[config.mk]
export PLATFORM = sky130hd
export DESIGN_NAME = psa_accum
export DESIGN_NICKNAME = d
export VERILOG_FILES = /design/src/rtl/psa_pkg.sv /design/src/rtl/psa_accum.sv
export SDC_FILE = /design/constraint.sdc
export NUM_CORES = 1
export LEC_CHECK = 0
export BUFFER_PORTS_ARGS = -buffer_cell sky130_fd_sc_hd__buf_2
export CORE_MARGIN = 2
export CORE_UTILIZATION = 38
export CTS_CLUSTER_DIAMETER = 200
export DETAILED_ROUTE_END_ITERATION = 10
export HOLD_SLACK_MARGIN = 0.06
export PLACE_DENSITY = 0.66
export SYNTH_ARGS = -nofsm -noshare
export SYNTH_HDL_FRONTEND = slang
export SYNTH_SLANG_ARGS = --single-unit
[constraint.sdc]
create_clock -name clk -period 11.24 [get_ports clk]
set_input_delay 1.686 -clock clk [delete_from_list [all_inputs] [get_ports clk]]
set_output_delay 1.686 -clock clk [all_outputs]
set_load 0.02 [all_outputs]
[src/rtl/psa_pkg.sv]
// Shared types and codes for the pattern-only sparse matrix-vector accumulator.
// No dependencies; imported by psa_accum, psa_scale and pattern_spmv_accumulate.
package psa_pkg;

    // input item kinds, carried on s_tuser
    localparam logic [1:0] MODE_LOAD  = 2'd0;
    localparam logic [1:0] MODE_ENTRY = 2'd1;
    localparam logic [1:0] MODE_EMPTY = 2'd2;

    // configuration register indexes
    localparam logic [1:0] CFG_SCALED_MODE = 2'd0;
    localparam logic [1:0] CFG_ALPHA_GAIN  = 2'd1;
    localparam logic [1:0] CFG_BETA_GAIN   = 2'd2;

    localparam int INDEX_W = 12;
    localparam int VALUE_W = 32;
    localparam int ACC_W   = 48;
    localparam int ROW_W   = 16;

    // finished row handed from the accumulator to the scaler
    typedef struct packed {
        logic                      valid;
        logic signed [ACC_W-1:0]   sum;
        logic signed [VALUE_W-1:0] old;
        logic                      clip;
        logic [ROW_W-1:0]          row;
    } fin_t;

endpackage

[src/rtl/psa_accum.sv]
// Row accumulator: adds the store read data to the row sum, saturates at 48 bits,
// closes rows and counts them. Uses psa_pkg.
module psa_accum
    import psa_pkg::*;
#(
    parameter int MAX_ROWS = 65536
)(
    input  logic                      clk,
    input  logic                      rst_n,
    input  logic                      take,
    input  logic [1:0]                mode,
    input  logic                      idx_ok,
    input  logic                      last,
    input  logic signed [VALUE_W-1:0] old,
    input  logic [VALUE_W-1:0]        rd_data,
    output fin_t                      fin,
    output logic                      pend
);

    localparam int CW = $clog2(MAX_ROWS);
    localparam logic [CW-1:0] ROW_LAST = CW'(MAX_ROWS - 1);
    localparam logic signed [ACC_W:0] ACC_MAX = 49'sh0_7FFF_FFFF_FFFF;
    localparam logic signed [ACC_W:0] ACC_MIN = 49'sh1_8000_0000_0000;

    logic                      p1_add_reg;
    logic                      p1_fin_reg;
    logic                      p1_ok_reg;
    logic signed [VALUE_W-1:0] p1_old_reg;
    logic signed [ACC_W-1:0]   row_sum_reg;
    logic                      row_clip_reg;
    logic [CW-1:0]             row_cnt_reg;

    logic signed [VALUE_W-1:0] elem;
    logic signed [ACC_W:0]     sum_wide;
    logic signed [ACC_W-1:0]   sum_sat;
    logic                      clip_now;
    logic [CW+ROW_W-1:0]       row_wide;

    always_comb
    begin
        elem = (p1_add_reg && p1_ok_reg) ? $signed(rd_data) : '0;
        sum_wide = row_sum_reg + elem;
        sum_sat  = sum_wide[ACC_W-1:0];
        clip_now = row_clip_reg;
        if (sum_wide > ACC_MAX)
        begin
            sum_sat  = ACC_MAX[ACC_W-1:0];
            clip_now = 1'b1;
        end
        else if (sum_wide < ACC_MIN)
        begin
            sum_sat  = ACC_MIN[ACC_W-1:0];
            clip_now = 1'b1;
        end
        row_wide = {{ROW_W{1'b0}}, row_cnt_reg};
    end

    always_ff @(posedge clk or negedge rst_n)
    begin
        if (!rst_n)
        begin
            p1_add_reg   <= 1'b0;
            p1_fin_reg   <= 1'b0;
            p1_ok_reg    <= 1'b0;
            p1_old_reg   <= '0;
            row_sum_reg  <= '0;
            row_clip_reg <= 1'b0;
            row_cnt_reg  <= '0;
        end
        else
        begin
            p1_add_reg <= take && (mode == MODE_ENTRY);
            p1_fin_reg <= take && (((mode == MODE_ENTRY) && last) || (mode == MODE_EMPTY));
            p1_ok_reg  <= idx_ok;
            p1_old_reg <= old;
            if (p1_fin_reg)
            begin
                row_sum_reg  <= '0;
                row_clip_reg <= 1'b0;
                row_cnt_reg  <= (row_cnt_reg == ROW_LAST) ? '0 : row_cnt_reg + 1'b1;
            end
            else if (p1_add_reg)
            begin
                row_sum_reg  <= sum_sat;
                row_clip_reg <= clip_now;
            end
        end
    end

    assign fin.valid = p1_fin_reg;
    assign fin.sum   = sum_sat;
    assign fin.old   = p1_old_reg;
    assign fin.clip  = clip_now;
    assign fin.row   = row_wide[ROW_W-1:0];
    assign pend      = p1_fin_reg;

endmodule

==> flow_results.xml, run 1 <==
<?xml version="1.0" encoding="UTF-8"?>
<metrics>
  <group name="place">
    <metric name="detailed_place.area" unit="um^2">8095</metric>
    <metric name="gp_congestion" unit="">0.9486</metric>
    <metric name="io_buffers" unit="">169</metric>
    <metric name="hpwlAfterDp" unit="mm">15.82</metric>
  </group>
  <group name="drt">
    <metric name="wl_per_cell" unit="um">17.42</metric>
    <metric name="totalWireLength" unit="mm">21.39</metric>
    <metric name="via_per_inst" unit="">5.556</metric>
    <metric name="drt_pre_antenna_iters" unit="">5</metric>
    <metric name="route.vias.total" unit="">6823</metric>
    <metric name="drt-initial-drc-count" unit="">693</metric>
    <metric name="route.antenna.remaining_nets" unit="">0</metric>
    <metric name="route.detailed.drc" unit="">0</metric>
  </group>
  <group name="layout">
    <metric name="final_cell_area" unit="um^2">8412</metric>
    <metric name="nFillCells" unit="">1886</metric>
    <metric name="final_layout_size_suffix_gt1_frac" unit="">0.2085</metric>
    <metric name="layout.cells.most_common" unit="">buf_2</metric>
    <metric name="largest_register_ffs" unit="">48</metric>
    <metric name="most-common-layout-cells" unit="">buf_2 (168), nor2_1 (113), dfrtp_1 (99)</metric>
    <metric name="synthToLayoutAreaGrowth" unit="%">17.08</metric>
    <metric name="layout_net_count" unit="">1093</metric>
    <metric name="post_route_core_utilization" unit="">0.4512</metric>
  </group>
  <group name="synthesis">
    <metric name="synth_enable_flop_cells" unit="">0</metric>
    <metric name="yosysUniqueCellTypes" unit="">71</metric>
    <metric name="yosysWarningCount" unit="">0</metric>
    <metric name="ys_seq_elements" unit="">100</metric>
    <metric name="syn_nets" unit="">968</metric>
    <metric name="netlist_instances" unit="">863</metric>
    <metric name="syn_area_per_cell" unit="um^2">8.325</metric>
    <metric name="yosys_most_used_dff" unit="">dfrtp_1</metric>
    <metric name="async_flop_share" unit="">1.000</metric>
    <metric name="synth.yosys.seq_area_share" unit="">0.3483</metric>
    <metric name="synthesis.area" unit="um^2">7184</metric>
  </group>
  <group name="grt">
    <metric name="initial_antenna_violation_count" unit="">1</metric>
    <metric name="total_overflow_reported_by_the_global_router" unit="">0</metric>
    <metric name="use_met1" unit="">0.2972</metric>
    <metric name="met2_usage" unit="">0.3539</metric>
    <metric name="grt_max_degree" unit="">75</metric>
    <metric name="grt_pass1_vias" unit="">6534</metric>
    <metric name="use_met3" unit="">0.03206</metric>
    <metric name="grt_pass1_wl" unit="mm">34.62</metric>
    <metric name="grt_usage" unit="">0.2160</metric>
    <metric name="highest_utilization_routing_layer_at_the_global_route_stage" unit="">met2</metric>
  </group>
  <group name="floorplanning">
    <metric name="core-area" unit="um^2">18640</metric>
    <metric name="chipHeight" unit="um">141.5</metric>
    <metric name="initial_core_util" unit="">0.3854</metric>
    <metric name="die_width" unit="um">141.5</metric>
    <metric name="floorplan.io_pins" unit="">170</metric>
    <metric name="placementRows" unit="">50</metric>
    <metric name="dieArea" unit="um^2">20020</metric>
  </group>
  <group name="worst_setup_path">
    <metric name="setup.worst_path.start_class" unit="">input port</metric>
    <metric name="timing.critical_path.buf_inv" unit="">3</metric>
    <metric name="worst_path_class_setup" unit="">in2out</metric>
    <metric name="timing.critical_path.from" unit="">rd_data[0]</metric>
    <metric name="critical-path-slowest-cell" unit="">a22oi_1</metric>
    <metric name="cells_along_the_critical_path" unit="">buf_2, and3_1, ha_1, inv_1, fa_1, nand2b_1, a21oi_1, o21ai_0, a22oi_1, a31oi_1, o22ai_2, nand2_2, o21ai_0, buf_2</metric>
    <metric name="worst_path_largest_cell_delay" unit="ns">0.53</metric>
    <metric name="crit_family" unit="">compound AO/OA/AOI/OAI gates</metric>
    <metric name="timing.critical_path.required" unit="ns">9.55</metric>
    <metric name="critical_path_peak_fanout" unit="">26</metric>
    <metric name="arrival" unit="ns">5.21</metric>
    <metric name="timing.critical_path.to_type" unit="">primary output</metric>
    <metric name="crit-reg2reg-launch" unit="">p1_ok_reg</metric>
  </group>
  <group name="clock_network">
    <metric name="cts_sinks" unit="">100</metric>
    <metric name="number_of_resized_instances_in_the_post_cts_repair_step" unit="">0</metric>
    <metric name="cts_buffers" unit="">9</metric>
    <metric name="clk_latency" unit="ns">0.37</metric>
    <metric name="clock_tree.buffer_depth" unit="">2</metric>
    <metric name="htree_levels" unit="">3</metric>
    <metric name="clock_tree_from_tritoncts" unit="">yes</metric>
    <metric name="cts_hold_buffers" unit="">0</metric>
    <metric name="clkSlewWorstSetupHoldPaths" unit="ns">0.08</metric>
    <metric name="post-cts-setup-buffers" unit="">0</metric>
    <metric name="clk_root_buffer_cell" unit="">clkbuf_16</metric>
  </group>
  <group name="min_path">
    <metric name="worstHoldStart" unit="">row_cnt_reg[12]</metric>
    <metric name="worstHoldPathType" unit="">reg2reg</metric>
  </group>
  <group name="sta">
    <metric name="setup_viol_count_final" unit="">0</metric>
    <metric name="worst_clock_skew" unit="ns">0.01690</metric>
    <metric name="timing.max_slew.rel_slack" unit="">0.1681</metric>
    <metric name="final.min_clock_period" unit="ns">6.892</metric>
    <metric name="tightestPinTransition" unit="ns">1.243</metric>
    <metric name="final-max-slew-violation-count" unit="">0</metric>
    <metric name="clock.fmax" unit="MHz">145.1</metric>
    <metric name="layout_worst_path_cycle_share" unit="">0.6132</metric>
    <metric name="unrepaired_setup_endpoints_after_global_routing" unit="">no</metric>
    <metric name="totalNegativeSetupSlack" unit="ns">0</metric>
    <metric name="final-hold-violation-count" unit="">0</metric>
  </group>
  <group name="run">
    <metric name="max-cap-violations" unit="">0</metric>
  </group>
  <group name="power">
    <metric name="irDropWorstVdd" unit="mV">0.07701</metric>
    <metric name="powerDensity" unit="nW/um^2">134.5</metric>
    <metric name="static_leakage" unit="nW">4.122</metric>
  </group>
  <group name="run_status">
    <metric name="status" unit="">finished, final reports clean</metric>
  </group>
</metrics>
## per-stage QoR
step | setup WS, ns | hold WS, ns | power (mW) | cells
after global placement | 4.462 | 0.4783 | 0.7997 | 1211
after global routing | 4.113 | 0.5184 | 1.196 | 1228
after CTS | 4.378 | 0.5060 | 1.140 | 1227
after floorplan | 5.011 | 0.4621 | 0.6856 | 863
final | 4.348 | 0.5090 | 1.132 | 1228
after detailed placement | 4.385 | 0.4887 | 0.8038 | 1211
## report_power, final
group | switching (mW) | internal, mW | leakage (nW)
logic | 0.226 | 0.130 | 2.71
registers | 0.0458 | 0.397 | 1.26
clock network | 0.171 | 0.162 | 0.153
total | 0.443 | 0.688 | 4.12
## Yosys cell counts (3+ instances only)
cell | count | share of area
nor2_1 | 113 | 0.059
dfrtp_1 | 100 | 0.35
nand2_1 | 77 | 0.040
a21oi_1 | 52 | 0.036
and3_1 | 39 | 0.034
clkbuf_1 | 38 | 0.020
o21ai_0 | 38 | 0.026
xnor2_1 | 35 | 0.043
ha_1 | 33 | 0.057
nand3_1 | 28 | 0.020
nor3_1 | 27 | 0.019
xor2_1 | 25 | 0.030
maj3_1 | 24 | 0.033
nand4_1 | 19 | 0.017
inv_1 | 16 | 0.0084
a21o_1 | 14 | 0.015
o21a_1 | 13 | 0.014
buf_2 | 11 | 0.0077
or3_1 | 11 | 0.0096
a31oi_1 | 8 | 0.0070
mux2i_1 | 8 | 0.011
o211ai_1 | 8 | 0.0084
o21ai_1 | 8 | 0.0056
a22o_1 | 7 | 0.0085
a22oi_1 | 7 | 0.0073
buf_4 | 7 | 0.0073
nor4_1 | 7 | 0.0061
a311oi_1 | 6 | 0.0073
and2_1 | 6 | 0.0052
nand2b_1 | 6 | 0.0052
buf_1 | 4 | 0.0021
o21bai_1 | 4 | 0.0042
or4_1 | 4 | 0.0042
a2111o_1 | 3 | 0.0047
a211o_1 | 3 | 0.0037
a211oi_1 | 3 | 0.0031
a21boi_0 | 3 | 0.0031
nor2b_1 | 3 | 0.0026
o31ai_1 | 3 | 0.0031
or2_2 | 3 | 0.0026
## area by class of cell
cell class | instances | area [um^2] | area share
Antenna cell | 1 | 2.502 | 0.0002975
Sequential cell | 100 | 2504 | 0.2976
Multi-Input combinational cell | 684 | 4338 | 0.5157
Inverter | 18 | 67.56 | 0.008032
Timing Repair Buffer | 175 | 893.4 | 0.1062
Tap cell | 234 | 292.8 | 0.03481
Clock inverter | 7 | 88.84 | 0.01056
Clock buffer | 9 | 225.2 | 0.02677
## metal layers
layer / vias to the layer above / part of all wire
li1: 3345 / -
met1: 3245 / 0.46
met2: 200 / 0.47
met3: 33 / 0.047
met4: 0 / 0.021
met5: - / 0
## cell families (layout without fill, tap and decap cells)
logic type	Yosys count	count (layout)	share of synthesized area
xor+xnor	60	60	0.07314
flops	100	100	0.3483
fa+ha+maj	58	58	0.09370
compound gates	202	202	0.1872
simple gates	356	356	0.2386
buf+inv	79	209	0.04789
mux	8	8	0.01115
other cells	0	1	0
## final timing paths
kind | end | slack (ns) | cells past startpoint
max in group asynchronous | p1_add_reg | 8.72 | 2
worst max register to register | row_sum_reg[31] | 6.59 | 10
min in group asynchronous | row_sum_reg[34] | 1.32 | 1
worst max-delay path | fin[80] | 4.35 | 14
worst min register to register | row_cnt_reg[12] | 0.51 | 1
worst min-delay path | row_cnt_reg[12] | 0.51 | 1
(Power assumes the default switching activity.)
==> run 2: changes to the inputs <==
--- a/config.mk
+++ b/config.mk
@@ -5,13 +5,14 @@
 export SDC_FILE = /design/constraint.sdc
 export NUM_CORES = 1
 export LEC_CHECK = 0
+export ABC_AREA = 1
 export BUFFER_PORTS_ARGS = -buffer_cell sky130_fd_sc_hd__buf_2
 export CORE_MARGIN = 2
 export CORE_UTILIZATION = 38
 export CTS_CLUSTER_DIAMETER = 200
 export DETAILED_ROUTE_END_ITERATION = 10
 export HOLD_SLACK_MARGIN = 0.06
-export PLACE_DENSITY = 0.66
+export PLACE_DENSITY = 0.65
 export SYNTH_ARGS = -nofsm -noshare
 export SYNTH_HDL_FRONTEND = slang
 export SYNTH_SLANG_ARGS = --single-unit
==> constraint.sdc (replaced) <==
create_clock -name clk -period 7 [get_ports clk]
set_input_delay 1.05 -clock clk [delete_from_list [all_inputs] [get_ports clk]]
set_output_delay 1.05 -clock clk [all_outputs]
set_load 0.02 [all_outputs]
==> flow_results.xml, run 2 <==
<?xml version="1.0" encoding="UTF-8"?>
<metrics>
  <group name="power">
    <metric name="power.share.switching" unit="">0.4987</metric>
    <metric name="p_comb_frac" unit="">0.534</metric>
    <metric name="powerDensity" unit="nW/um^2">324.8</metric>
    <metric name="static_leakage" unit="nW">5.528</metric>
    <metric name="share_seq_of_total_power" unit="">0.285</metric>
    <metric name="switchingPower" unit="mW">1.472</metric>
    <metric name="clock_power_share" unit="">0.182</metric>
    <metric name="internal_power" unit="mW">1.480</metric>
    <metric name="irDropWorstVdd" unit="mV">0.1396</metric>
  </group>
  <group name="synthesis">
    <metric name="async_flop_share" unit="">1.000</metric>
    <metric name="synth.largest_area_cell" unit="">dfrtp_1</metric>
    <metric name="netlist_instances" unit="">1203</metric>
    <metric name="share_of_the_synthesized_area_in_the_top_cell_type" unit="">0.3214</metric>
    <metric name="yosys_most_used_dff" unit="">dfrtp_1</metric>
    <metric name="synthesis.area" unit="um^2">7785</metric>
    <metric name="yosysWarningCount" unit="">0</metric>
    <metric name="yosysUniqueCellTypes" unit="">44</metric>
    <metric name="synth.yosys.seq_area_share" unit="">0.3214</metric>
    <metric name="ys_top_cells_by_count" unit="">nand2_1 (506), inv_1 (155), nor2_1 (115), dfrtp_1 (100), a21oi_1 (49)</metric>
    <metric name="syn_nets" unit="">1308</metric>
    <metric name="synth_enable_flop_cells" unit="">0</metric>
    <metric name="syn_area_per_cell" unit="um^2">6.471</metric>
    <metric name="synth_top_cells_by_area" unit="">dfrtp_1 (32%), nand2_1 (24%), inv_1 (7.5%), nor2_1 (5.5%), ha_1 (5.3%)</metric>
    <metric name="ys_seq_elements" unit="">100</metric>
    <metric name="synth_most_common_cell" unit="">nand2_1</metric>
  </group>
  <group name="sta">
    <metric name="tightestPinTransition" unit="ns">1.157</metric>
    <metric name="final.min_clock_period" unit="ns">5.986</metric>
    <metric name="worst_clock_skew" unit="ns">0.01294</metric>
    <metric name="setup_viol_count_final" unit="">0</metric>
    <metric name="totalNegativeSetupSlack" unit="ns">0</metric>
    <metric name="final-hold-violation-count" unit="">0</metric>
    <metric name="clock.fmax" unit="MHz">167.1</metric>
    <metric name="timing.max_slew.rel_slack" unit="">0.2265</metric>
    <metric name="unrepaired_setup_endpoints_after_global_routing" unit="">no</metric>
    <metric name="layout_worst_path_cycle_share" unit="">0.8551</metric>
    <metric name="final-max-slew-violation-count" unit="">0</metric>
  </group>
  <group name="worst_setup_path">
    <metric name="timing.critical_path.from" unit="">p1_add_reg</metric>
    <metric name="critical_path_peak_fanout" unit="">40</metric>
    <metric name="worst_path_class_setup" unit="">reg2out</metric>
    <metric name="arrival" unit="ns">4.94</metric>
    <metric name="r2r-end" unit="">row_sum_reg[42]</metric>
    <metric name="timing.critical_path.to_type" unit="">primary output</metric>
    <metric name="cells_along_the_critical_path" unit="">nand2_4, nor2_1, ha_1, inv_1, fa_1, inv_1, nand2_1, nand2_1, nand3_1, nand2_1, nand2_1, nand2_1, nand2_1, nand3_1, nand2_1, nand3_1, nand2_1, nand2_2, buf_4, nand2_4, buf_2</metric>
    <metric name="crit-reg2reg-launch" unit="">p1_add_reg</metric>
    <metric name="worst_path_largest_cell_delay" unit="ns">0.77</metric>
    <metric name="register_to_register_path_setup_slack" unit="ns">2.34</metric>
    <metric name="timing.critical_path.required" unit="ns">5.95</metric>
    <metric name="critical-path-slowest-cell" unit="">nand2_2</metric>
    <metric name="setup_crit_end" unit="">fin[86]</metric>
    <metric name="worst_r2r_path_depth" unit="">22</metric>
    <metric name="setup.worst_path.start_class" unit="">register</metric>
    <metric name="critical_path.most_common_cell" unit="">nand2_1</metric>
  </group>
  <group name="floorplanning">
    <metric name="initial_core_util" unit="">0.3860</metric>
    <metric name="chipHeight" unit="um">147.1</metric>
    <metric name="dieArea" unit="um^2">21650</metric>
    <metric name="die_width" unit="um">147.1</metric>
    <metric name="floorplan.io_pins" unit="">170</metric>
    <metric name="placementRows" unit="">52</metric>
    <metric name="core-area" unit="um^2">20170</metric>
  </group>
  <group name="layout">
    <metric name="n_antenna_cell" unit="">0</metric>
    <metric name="final_layout_size_suffix_gt1_frac" unit="">0.1746</metric>
    <metric name="most-common-layout-cells" unit="">nand2_1 (506), buf_2 (168), inv_1 (155)</metric>
    <metric name="nFillCells" unit="">2158</metric>
    <metric name="largest_register_ffs" unit="">48</metric>
    <metric name="layout.cells.most_common" unit="">nand2_1</metric>
    <metric name="layout_net_count" unit="">1457</metric>
    <metric name="final_cell_area" unit="um^2">9086</metric>
    <metric name="post_route_core_utilization" unit="">0.4505</metric>
    <metric name="synthToLayoutAreaGrowth" unit="%">16.71</metric>
  </group>
  <group name="drt">
    <metric name="route.antenna.remaining_nets" unit="">0</metric>
    <metric name="wl_per_cell" unit="um">13.97</metric>
    <metric name="route.vias.total" unit="">7872</metric>
    <metric name="drt-initial-drc-count" unit="">484</metric>
    <metric name="totalWireLength" unit="mm">22.73</metric>
    <metric name="via_per_inst" unit="">4.838</metric>
    <metric name="drt_pre_antenna_iters" unit="">7</metric>
    <metric name="route.detailed.drc" unit="">0</metric>
  </group>
  <group name="clock_network">
    <metric name="clk_root_buffer_cell" unit="">clkbuf_16</metric>
    <metric name="number_of_resized_instances_in_the_post_cts_repair_step" unit="">0</metric>
    <metric name="cts_hold_buffers" unit="">0</metric>
    <metric name="clock_tree.buffer_depth" unit="">2</metric>
    <metric name="clk_latency" unit="ns">0.37</metric>
    <metric name="cts_sinks" unit="">100</metric>
    <metric name="clock_tree_from_tritoncts" unit="">yes</metric>
    <metric name="post-cts-setup-buffers" unit="">0</metric>
    <metric name="cts_buffers" unit="">9</metric>
    <metric name="clkSlewWorstSetupHoldPaths" unit="ns">0.09</metric>
    <metric name="htree_levels" unit="">3</metric>
  </group>
  <group name="grt">
    <metric name="grt_max_degree" unit="">57</metric>
    <metric name="initial_antenna_violation_count" unit="">2</metric>
    <metric name="grt_pass1_wl" unit="mm">37.63</metric>
    <metric name="total_overflow_reported_by_the_global_router" unit="">0</metric>
    <metric name="grt_usage" unit="">0.2159</metric>
    <metric name="grt_pass1_vias" unit="">7761</metric>
  </group>
  <group name="min_path">
    <metric name="worstHoldStart" unit="">row_sum_reg[16]</metric>
    <metric name="holdPathStages" unit="">2</metric>
    <metric name="worstHoldPathType" unit="">reg2reg</metric>
  </group>
  <group name="run">
    <metric name="max-cap-violations" unit="">0</metric>
  </group>
  <group name="place">
    <metric name="detailed_place.area" unit="um^2">8772</metric>
    <metric name="io_buffers" unit="">169</metric>
    <metric name="gp_congestion" unit="">0.9246</metric>
    <metric name="hpwlAfterDp" unit="mm">17.64</metric>
  </group>
  <group name="run_status">
    <metric name="status" unit="">finished, final reports clean</metric>
  </group>
</metrics>
==> run 2: cell types whose count changed after synthesis, moves of 11 or more <==
cell	previous run	this run
inv_1	16	155
clkbuf_1	38	12
a21o_1	14	3
or3_1	11	0
and3_1	39	1
nor3_1	27	11
nand2_4	0	11
xnor2_1	35	11
nand2_1	77	506
maj3_1	24	0
nand2_2	1	20
o21ai_0	38	16
==> run 2: critical path: cells and delay by family (launching register included) <==
kind                       cells  cell delay, ns
adders and majority gates      2            0.57
buffers and inverters          4            0.74
DFF                            1            0.70
and+or+nand+nor               15            2.54
==> run 2: worst min path at each step <==
| stage | endpoint | slack (ns) |
|---|---|---|
| after global placement | row_clip_reg | 0.46 |
| after CTS | row_sum_reg[16] | 0.50 |
| after global routing | row_sum_reg[10] | 0.52 |
| after floorplan | row_clip_reg | 0.45 |
| after detailed placement | row_sum_reg[16] | 0.47 |
| final | row_sum_reg[16] | 0.49 |
==> run 2: final cells by class <==
type,count,area [um^2],area share
clock buffers,9,225.2,0.02479
clock inverters,7,88.84,0.009777
inverters,163,611.8,0.06734
multi-input cells,906,4449,0.4897
flip-flops and latches,100,2502,0.2754
well taps,270,337.8,0.03718
repair buffers,172,870.8,0.09584
==> run 2: cells by family (layout without fill, tap and decap cells) <==
group / after synthesis / after routing / share of synthesized area
XOR/XNOR: 37 / 37 / 0.04163
multiplexers: 1 / 1 / 0.001286
buffers and inverters: 197 / 351 / 0.1090
flip-flops: 100 / 100 / 0.3214
adder cells (fa/ha/maj): 34 / 34 / 0.05561
AO/OA/AOI/OAI: 103 / 103 / 0.07972
AND/OR/NAND/NOR: 731 / 731 / 0.3914
==> run 2: stage by stage <==
step / instances / hold slack, ns / total power [mW] / setup slack [ns]
finish: 1627 / 0.4948 / 2.952 / 1.014
global route: 1627 / 0.5206 / 3.194 / 0.7064
CTS: 1627 / 0.4956 / 2.971 / 1.012
detailed placement: 1611 / 0.4721 / 2.423 / 1.397
global placement: 1611 / 0.4630 / 2.409 / 1.451
floorplan: 1203 / 0.4489 / 1.984 / 2.806
==> run 2: power by group through the flow <==
stage / clock, mW / sequential [mW] / combinational (mW)
3_3_place_gp: 0 / 0.846 / 1.56
3_5_place_dp: 0 / 0.846 / 1.58
6_report: 0.536 / 0.840 / 1.58
2_1_floorplan: 0 / 0.842 / 1.14
5_1_grt: 0.573 / 0.861 / 1.76
4_1_cts: 0.548 / 0.839 / 1.58
==> run 2: metal layers <==
metal / share of wire / wire [um] / GRT usage / vias to the layer above
met2: 0.45 / 10120 / 0.3491 / 251
met3: 0.077 / 1745 / 0.06211 / 44
met5: 0.00031 / 7 / 0 / -
met1: 0.46 / 10360 / 0.2791 / 3566
li1: - / - / - / 4009
met4: 0.022 / 493 / 0.06971 / 2
==> run 3: changes to the inputs <==
--- a/config.mk
+++ b/config.mk
@@ -8,11 +8,11 @@
 export ABC_AREA = 1
 export BUFFER_PORTS_ARGS = -buffer_cell sky130_fd_sc_hd__buf_2
 export CORE_MARGIN = 2
-export CORE_UTILIZATION = 38
+export CORE_UTILIZATION = 55
 export CTS_CLUSTER_DIAMETER = 200
 export DETAILED_ROUTE_END_ITERATION = 10
 export HOLD_SLACK_MARGIN = 0.06
-export PLACE_DENSITY = 0.65
+export PLACE_DENSITY = 0.87
 export SYNTH_ARGS = -nofsm -noshare
 export SYNTH_HDL_FRONTEND = slang
 export SYNTH_SLANG_ARGS = --single-unit
==> flow_results.xml, run 3 (synthesized netlist as in run 2, its figures left out) <==
<?xml version="1.0" encoding="UTF-8"?>
<metrics>
  <group name="run_status">
    <metric name="status" unit="">finished, final reports clean</metric>
  </group>
  <group name="floorplanning">
    <metric name="placementRows" unit="">43</metric>
    <metric name="initial_core_util" unit="">0.5630</metric>
    <metric name="floorplan.io_pins" unit="">170</metric>
    <metric name="core-area" unit="um^2">13830</metric>
    <metric name="chipHeight" unit="um">123.0</metric>
    <metric name="die_width" unit="um">123.0</metric>
    <metric name="dieArea" unit="um^2">15120</metric>
  </group>
  <group name="drt">
    <metric name="wl_per_cell" unit="um">14.55</metric>
    <metric name="route.vias.total" unit="">8043</metric>
    <metric name="via_per_inst" unit="">5.233</metric>
    <metric name="route.detailed.drc" unit="">0</metric>
    <metric name="totalWireLength" unit="mm">22.37</metric>
    <metric name="drt_pre_antenna_iters" unit="">7</metric>
    <metric name="drt-initial-drc-count" unit="">634</metric>
    <metric name="route.antenna.remaining_nets" unit="">0</metric>
  </group>
  <group name="worst_setup_path">
    <metric name="setup.worst_path.start_class" unit="">register</metric>
    <metric name="arrival" unit="ns">4.76</metric>
    <metric name="timing.critical_path.from" unit="">p1_add_reg</metric>
    <metric name="register_to_register_path_setup_slack" unit="ns">2.51</metric>
    <metric name="worst_path_class_setup" unit="">reg2out</metric>
    <metric name="timing.critical_path.to_type" unit="">primary output</metric>
    <metric name="crit-reg2reg-launch" unit="">p1_add_reg</metric>
    <metric name="timing.critical_path.required" unit="ns">5.95</metric>
    <metric name="critical_path_peak_fanout" unit="">39</metric>
  </group>
  <group name="layout">
    <metric name="most-common-layout-cells" unit="">nand2_1 (506), buf_2 (168), inv_1 (155)</metric>
    <metric name="final_layout_size_suffix_gt1_frac" unit="">0.1739</metric>
    <metric name="largest_register_ffs" unit="">48</metric>
    <metric name="nFillCells" unit="">1300</metric>
    <metric name="layout_net_count" unit="">1457</metric>
    <metric name="n_antenna_cell" unit="">0</metric>
    <metric name="post_route_core_utilization" unit="">0.6475</metric>
    <metric name="multiInputGateArea" unit="um^2">4449</metric>
    <metric name="seq_area" unit="um^2">2502</metric>
    <metric name="final_cell_area" unit="um^2">8952</metric>
    <metric name="layout.cells.most_common" unit="">nand2_1</metric>
    <metric name="final_cell_count_no_fill" unit="">1537</metric>
    <metric name="synthToLayoutAreaGrowth" unit="%">15.00</metric>
  </group>
  <group name="place">
    <metric name="preCtsSetupSlack" unit="ns">1.467</metric>
    <metric name="detailed_place.area" unit="um^2">8660</metric>
    <metric name="dp_cells" unit="">1521</metric>
    <metric name="gp_congestion" unit="">0.9449</metric>
    <metric name="io_buffers" unit="">169</metric>
    <metric name="hpwlAfterDp" unit="mm">17.27</metric>
  </group>
  <group name="grt">
    <metric name="grt_usage" unit="">0.3015</metric>
    <metric name="initial_antenna_violation_count" unit="">0</metric>
    <metric name="grt_pass1_wl" unit="mm">35.65</metric>
    <metric name="total_overflow_reported_by_the_global_router" unit="">0</metric>
    <metric name="grt_max_degree" unit="">80</metric>
    <metric name="grt_pass1_vias" unit="">7559</metric>
  </group>
  <group name="run">
    <metric name="max-cap-violations" unit="">0</metric>
  </group>
  <group name="power">
    <metric name="irDropWorstVdd" unit="mV">0.2092</metric>
    <metric name="share_seq_of_total_power" unit="">0.285</metric>
    <metric name="clock_power_share" unit="">0.172</metric>
    <metric name="power.share.switching" unit="">0.4965</metric>
    <metric name="p_comb_frac" unit="">0.543</metric>
    <metric name="static_leakage" unit="nW">5.516</metric>
    <metric name="powerDensity" unit="nW/um^2">327.3</metric>
    <metric name="switchingPower" unit="mW">1.455</metric>
    <metric name="overall_power" unit="mW">2.930</metric>
    <metric name="internal_power" unit="mW">1.475</metric>
  </group>
  <group name="clock_network">
    <metric name="htree_levels" unit="">3</metric>
    <metric name="post-cts-setup-buffers" unit="">0</metric>
    <metric name="clock_tree.buffer_depth" unit="">2</metric>
    <metric name="clk_latency" unit="ns">0.36</metric>
    <metric name="clk_root_buffer_cell" unit="">clkbuf_16</metric>
    <metric name="cts_hold_buffers" unit="">0</metric>
    <metric name="clkSlewWorstSetupHoldPaths" unit="ns">0.07</metric>
    <metric name="number_of_resized_instances_in_the_post_cts_repair_step" unit="">0</metric>
    <metric name="clock_tree_from_tritoncts" unit="">yes</metric>
    <metric name="cts_buffers" unit="">9</metric>
    <metric name="cts_sinks" unit="">100</metric>
  </group>
  <group name="sta">
    <metric name="layout_worst_path_cycle_share" unit="">0.8293</metric>
    <metric name="tightestPinTransition" unit="ns">1.198</metric>
    <metric name="final-hold-violation-count" unit="">0</metric>
    <metric name="unrepaired_setup_endpoints_after_global_routing" unit="">no</metric>
    <metric name="totalNegativeSetupSlack" unit="ns">0</metric>
    <metric name="final_critical_path_setup_slack" unit="ns">1.195</metric>
    <metric name="setup_viol_count_final" unit="">0</metric>
    <metric name="timing.max_slew.rel_slack" unit="">0.1994</metric>
    <metric name="worst_clock_skew" unit="ns">0.01267</metric>
    <metric name="final.min_clock_period" unit="ns">5.805</metric>
    <metric name="fin_hold_ws" unit="ns">0.4936</metric>
    <metric name="final-max-slew-violation-count" unit="">0</metric>
    <metric name="clock.fmax" unit="MHz">172.3</metric>
  </group>
  <group name="min_path">
    <metric name="worstHoldPathType" unit="">reg2reg</metric>
    <metric name="worstHoldStart" unit="">row_sum_reg[9]</metric>
  </group>
</metrics>
-- run 3: changes by cell type in the layout (fill, tap and decap cells not counted), sizes merged --
cell,previous run,this run
clkinvlp,0,1
clkinv,5,2
clkbuf,9,10
inv,165,166
-- run 3: area by class of cell --
cell class | count | share of cell area
clock buffer | 10 | 0.02558
clock inverter | 6 | 0.007128
inverter | 163 | 0.06834
multi-input combinational | 906 | 0.4970
sequential | 100 | 0.2795
tap | 180 | 0.02516
timing repair buffer | 172 | 0.09727
-- run 3: power groups by stage --
stage | sequential (mW) | combinational, mW | clock, mW
finish | 0.835 | 1.59 | 0.504
global route | 0.856 | 1.77 | 0.531
CTS | 0.833 | 1.59 | 0.508
detailed placement | 0.842 | 1.58 | 0
global placement | 0.837 | 1.56 | 0
floorplan | 0.842 | 1.14 | 0
-- run 3: layer usage --
metal / GRT usage / wire length [um] / up-vias
met5: 0 / 0 / -
met4: 0.1009 / 511 / 0
met3: 0.05120 / 1518 / 35
met2: 0.5055 / 10590 / 308
met1: 0.3960 / 9748 / 3684
li1: - / - / 4016
-- run 3: critical path, cell delays in order, from the launching register on --
cell and delay [ns]:
dfrtp_1 0.65, nand2_4 0.35, nor2_1 0.18, ha_1 0.18
inv_1 0.05, fa_1 0.38, inv_1 0.08, nand2_1 0.07
nand2_1 0.08, nand3_1 0.07, nand2_1 0.13, nand2_1 0.07
nand2_1 0.13, nand2_1 0.07, nand3_1 0.13, nand2_1 0.09
nand3_1 0.13, nand2_1 0.10, nand2_2 0.76, buf_4 0.44
nand2_4 0.08, buf_2 0.16
-- run 3: final timing paths --
check / end / cells past startpoint
worst max-delay path: fin[90] / 21
worst min-delay path: row_sum_reg[9] / 2
worst max register to register: row_sum_reg[37] / 22
worst min register to register: row_sum_reg[9] / 2
max in group asynchronous: row_sum_reg[23] / 2
min in group asynchronous: row_sum_reg[39] / 1
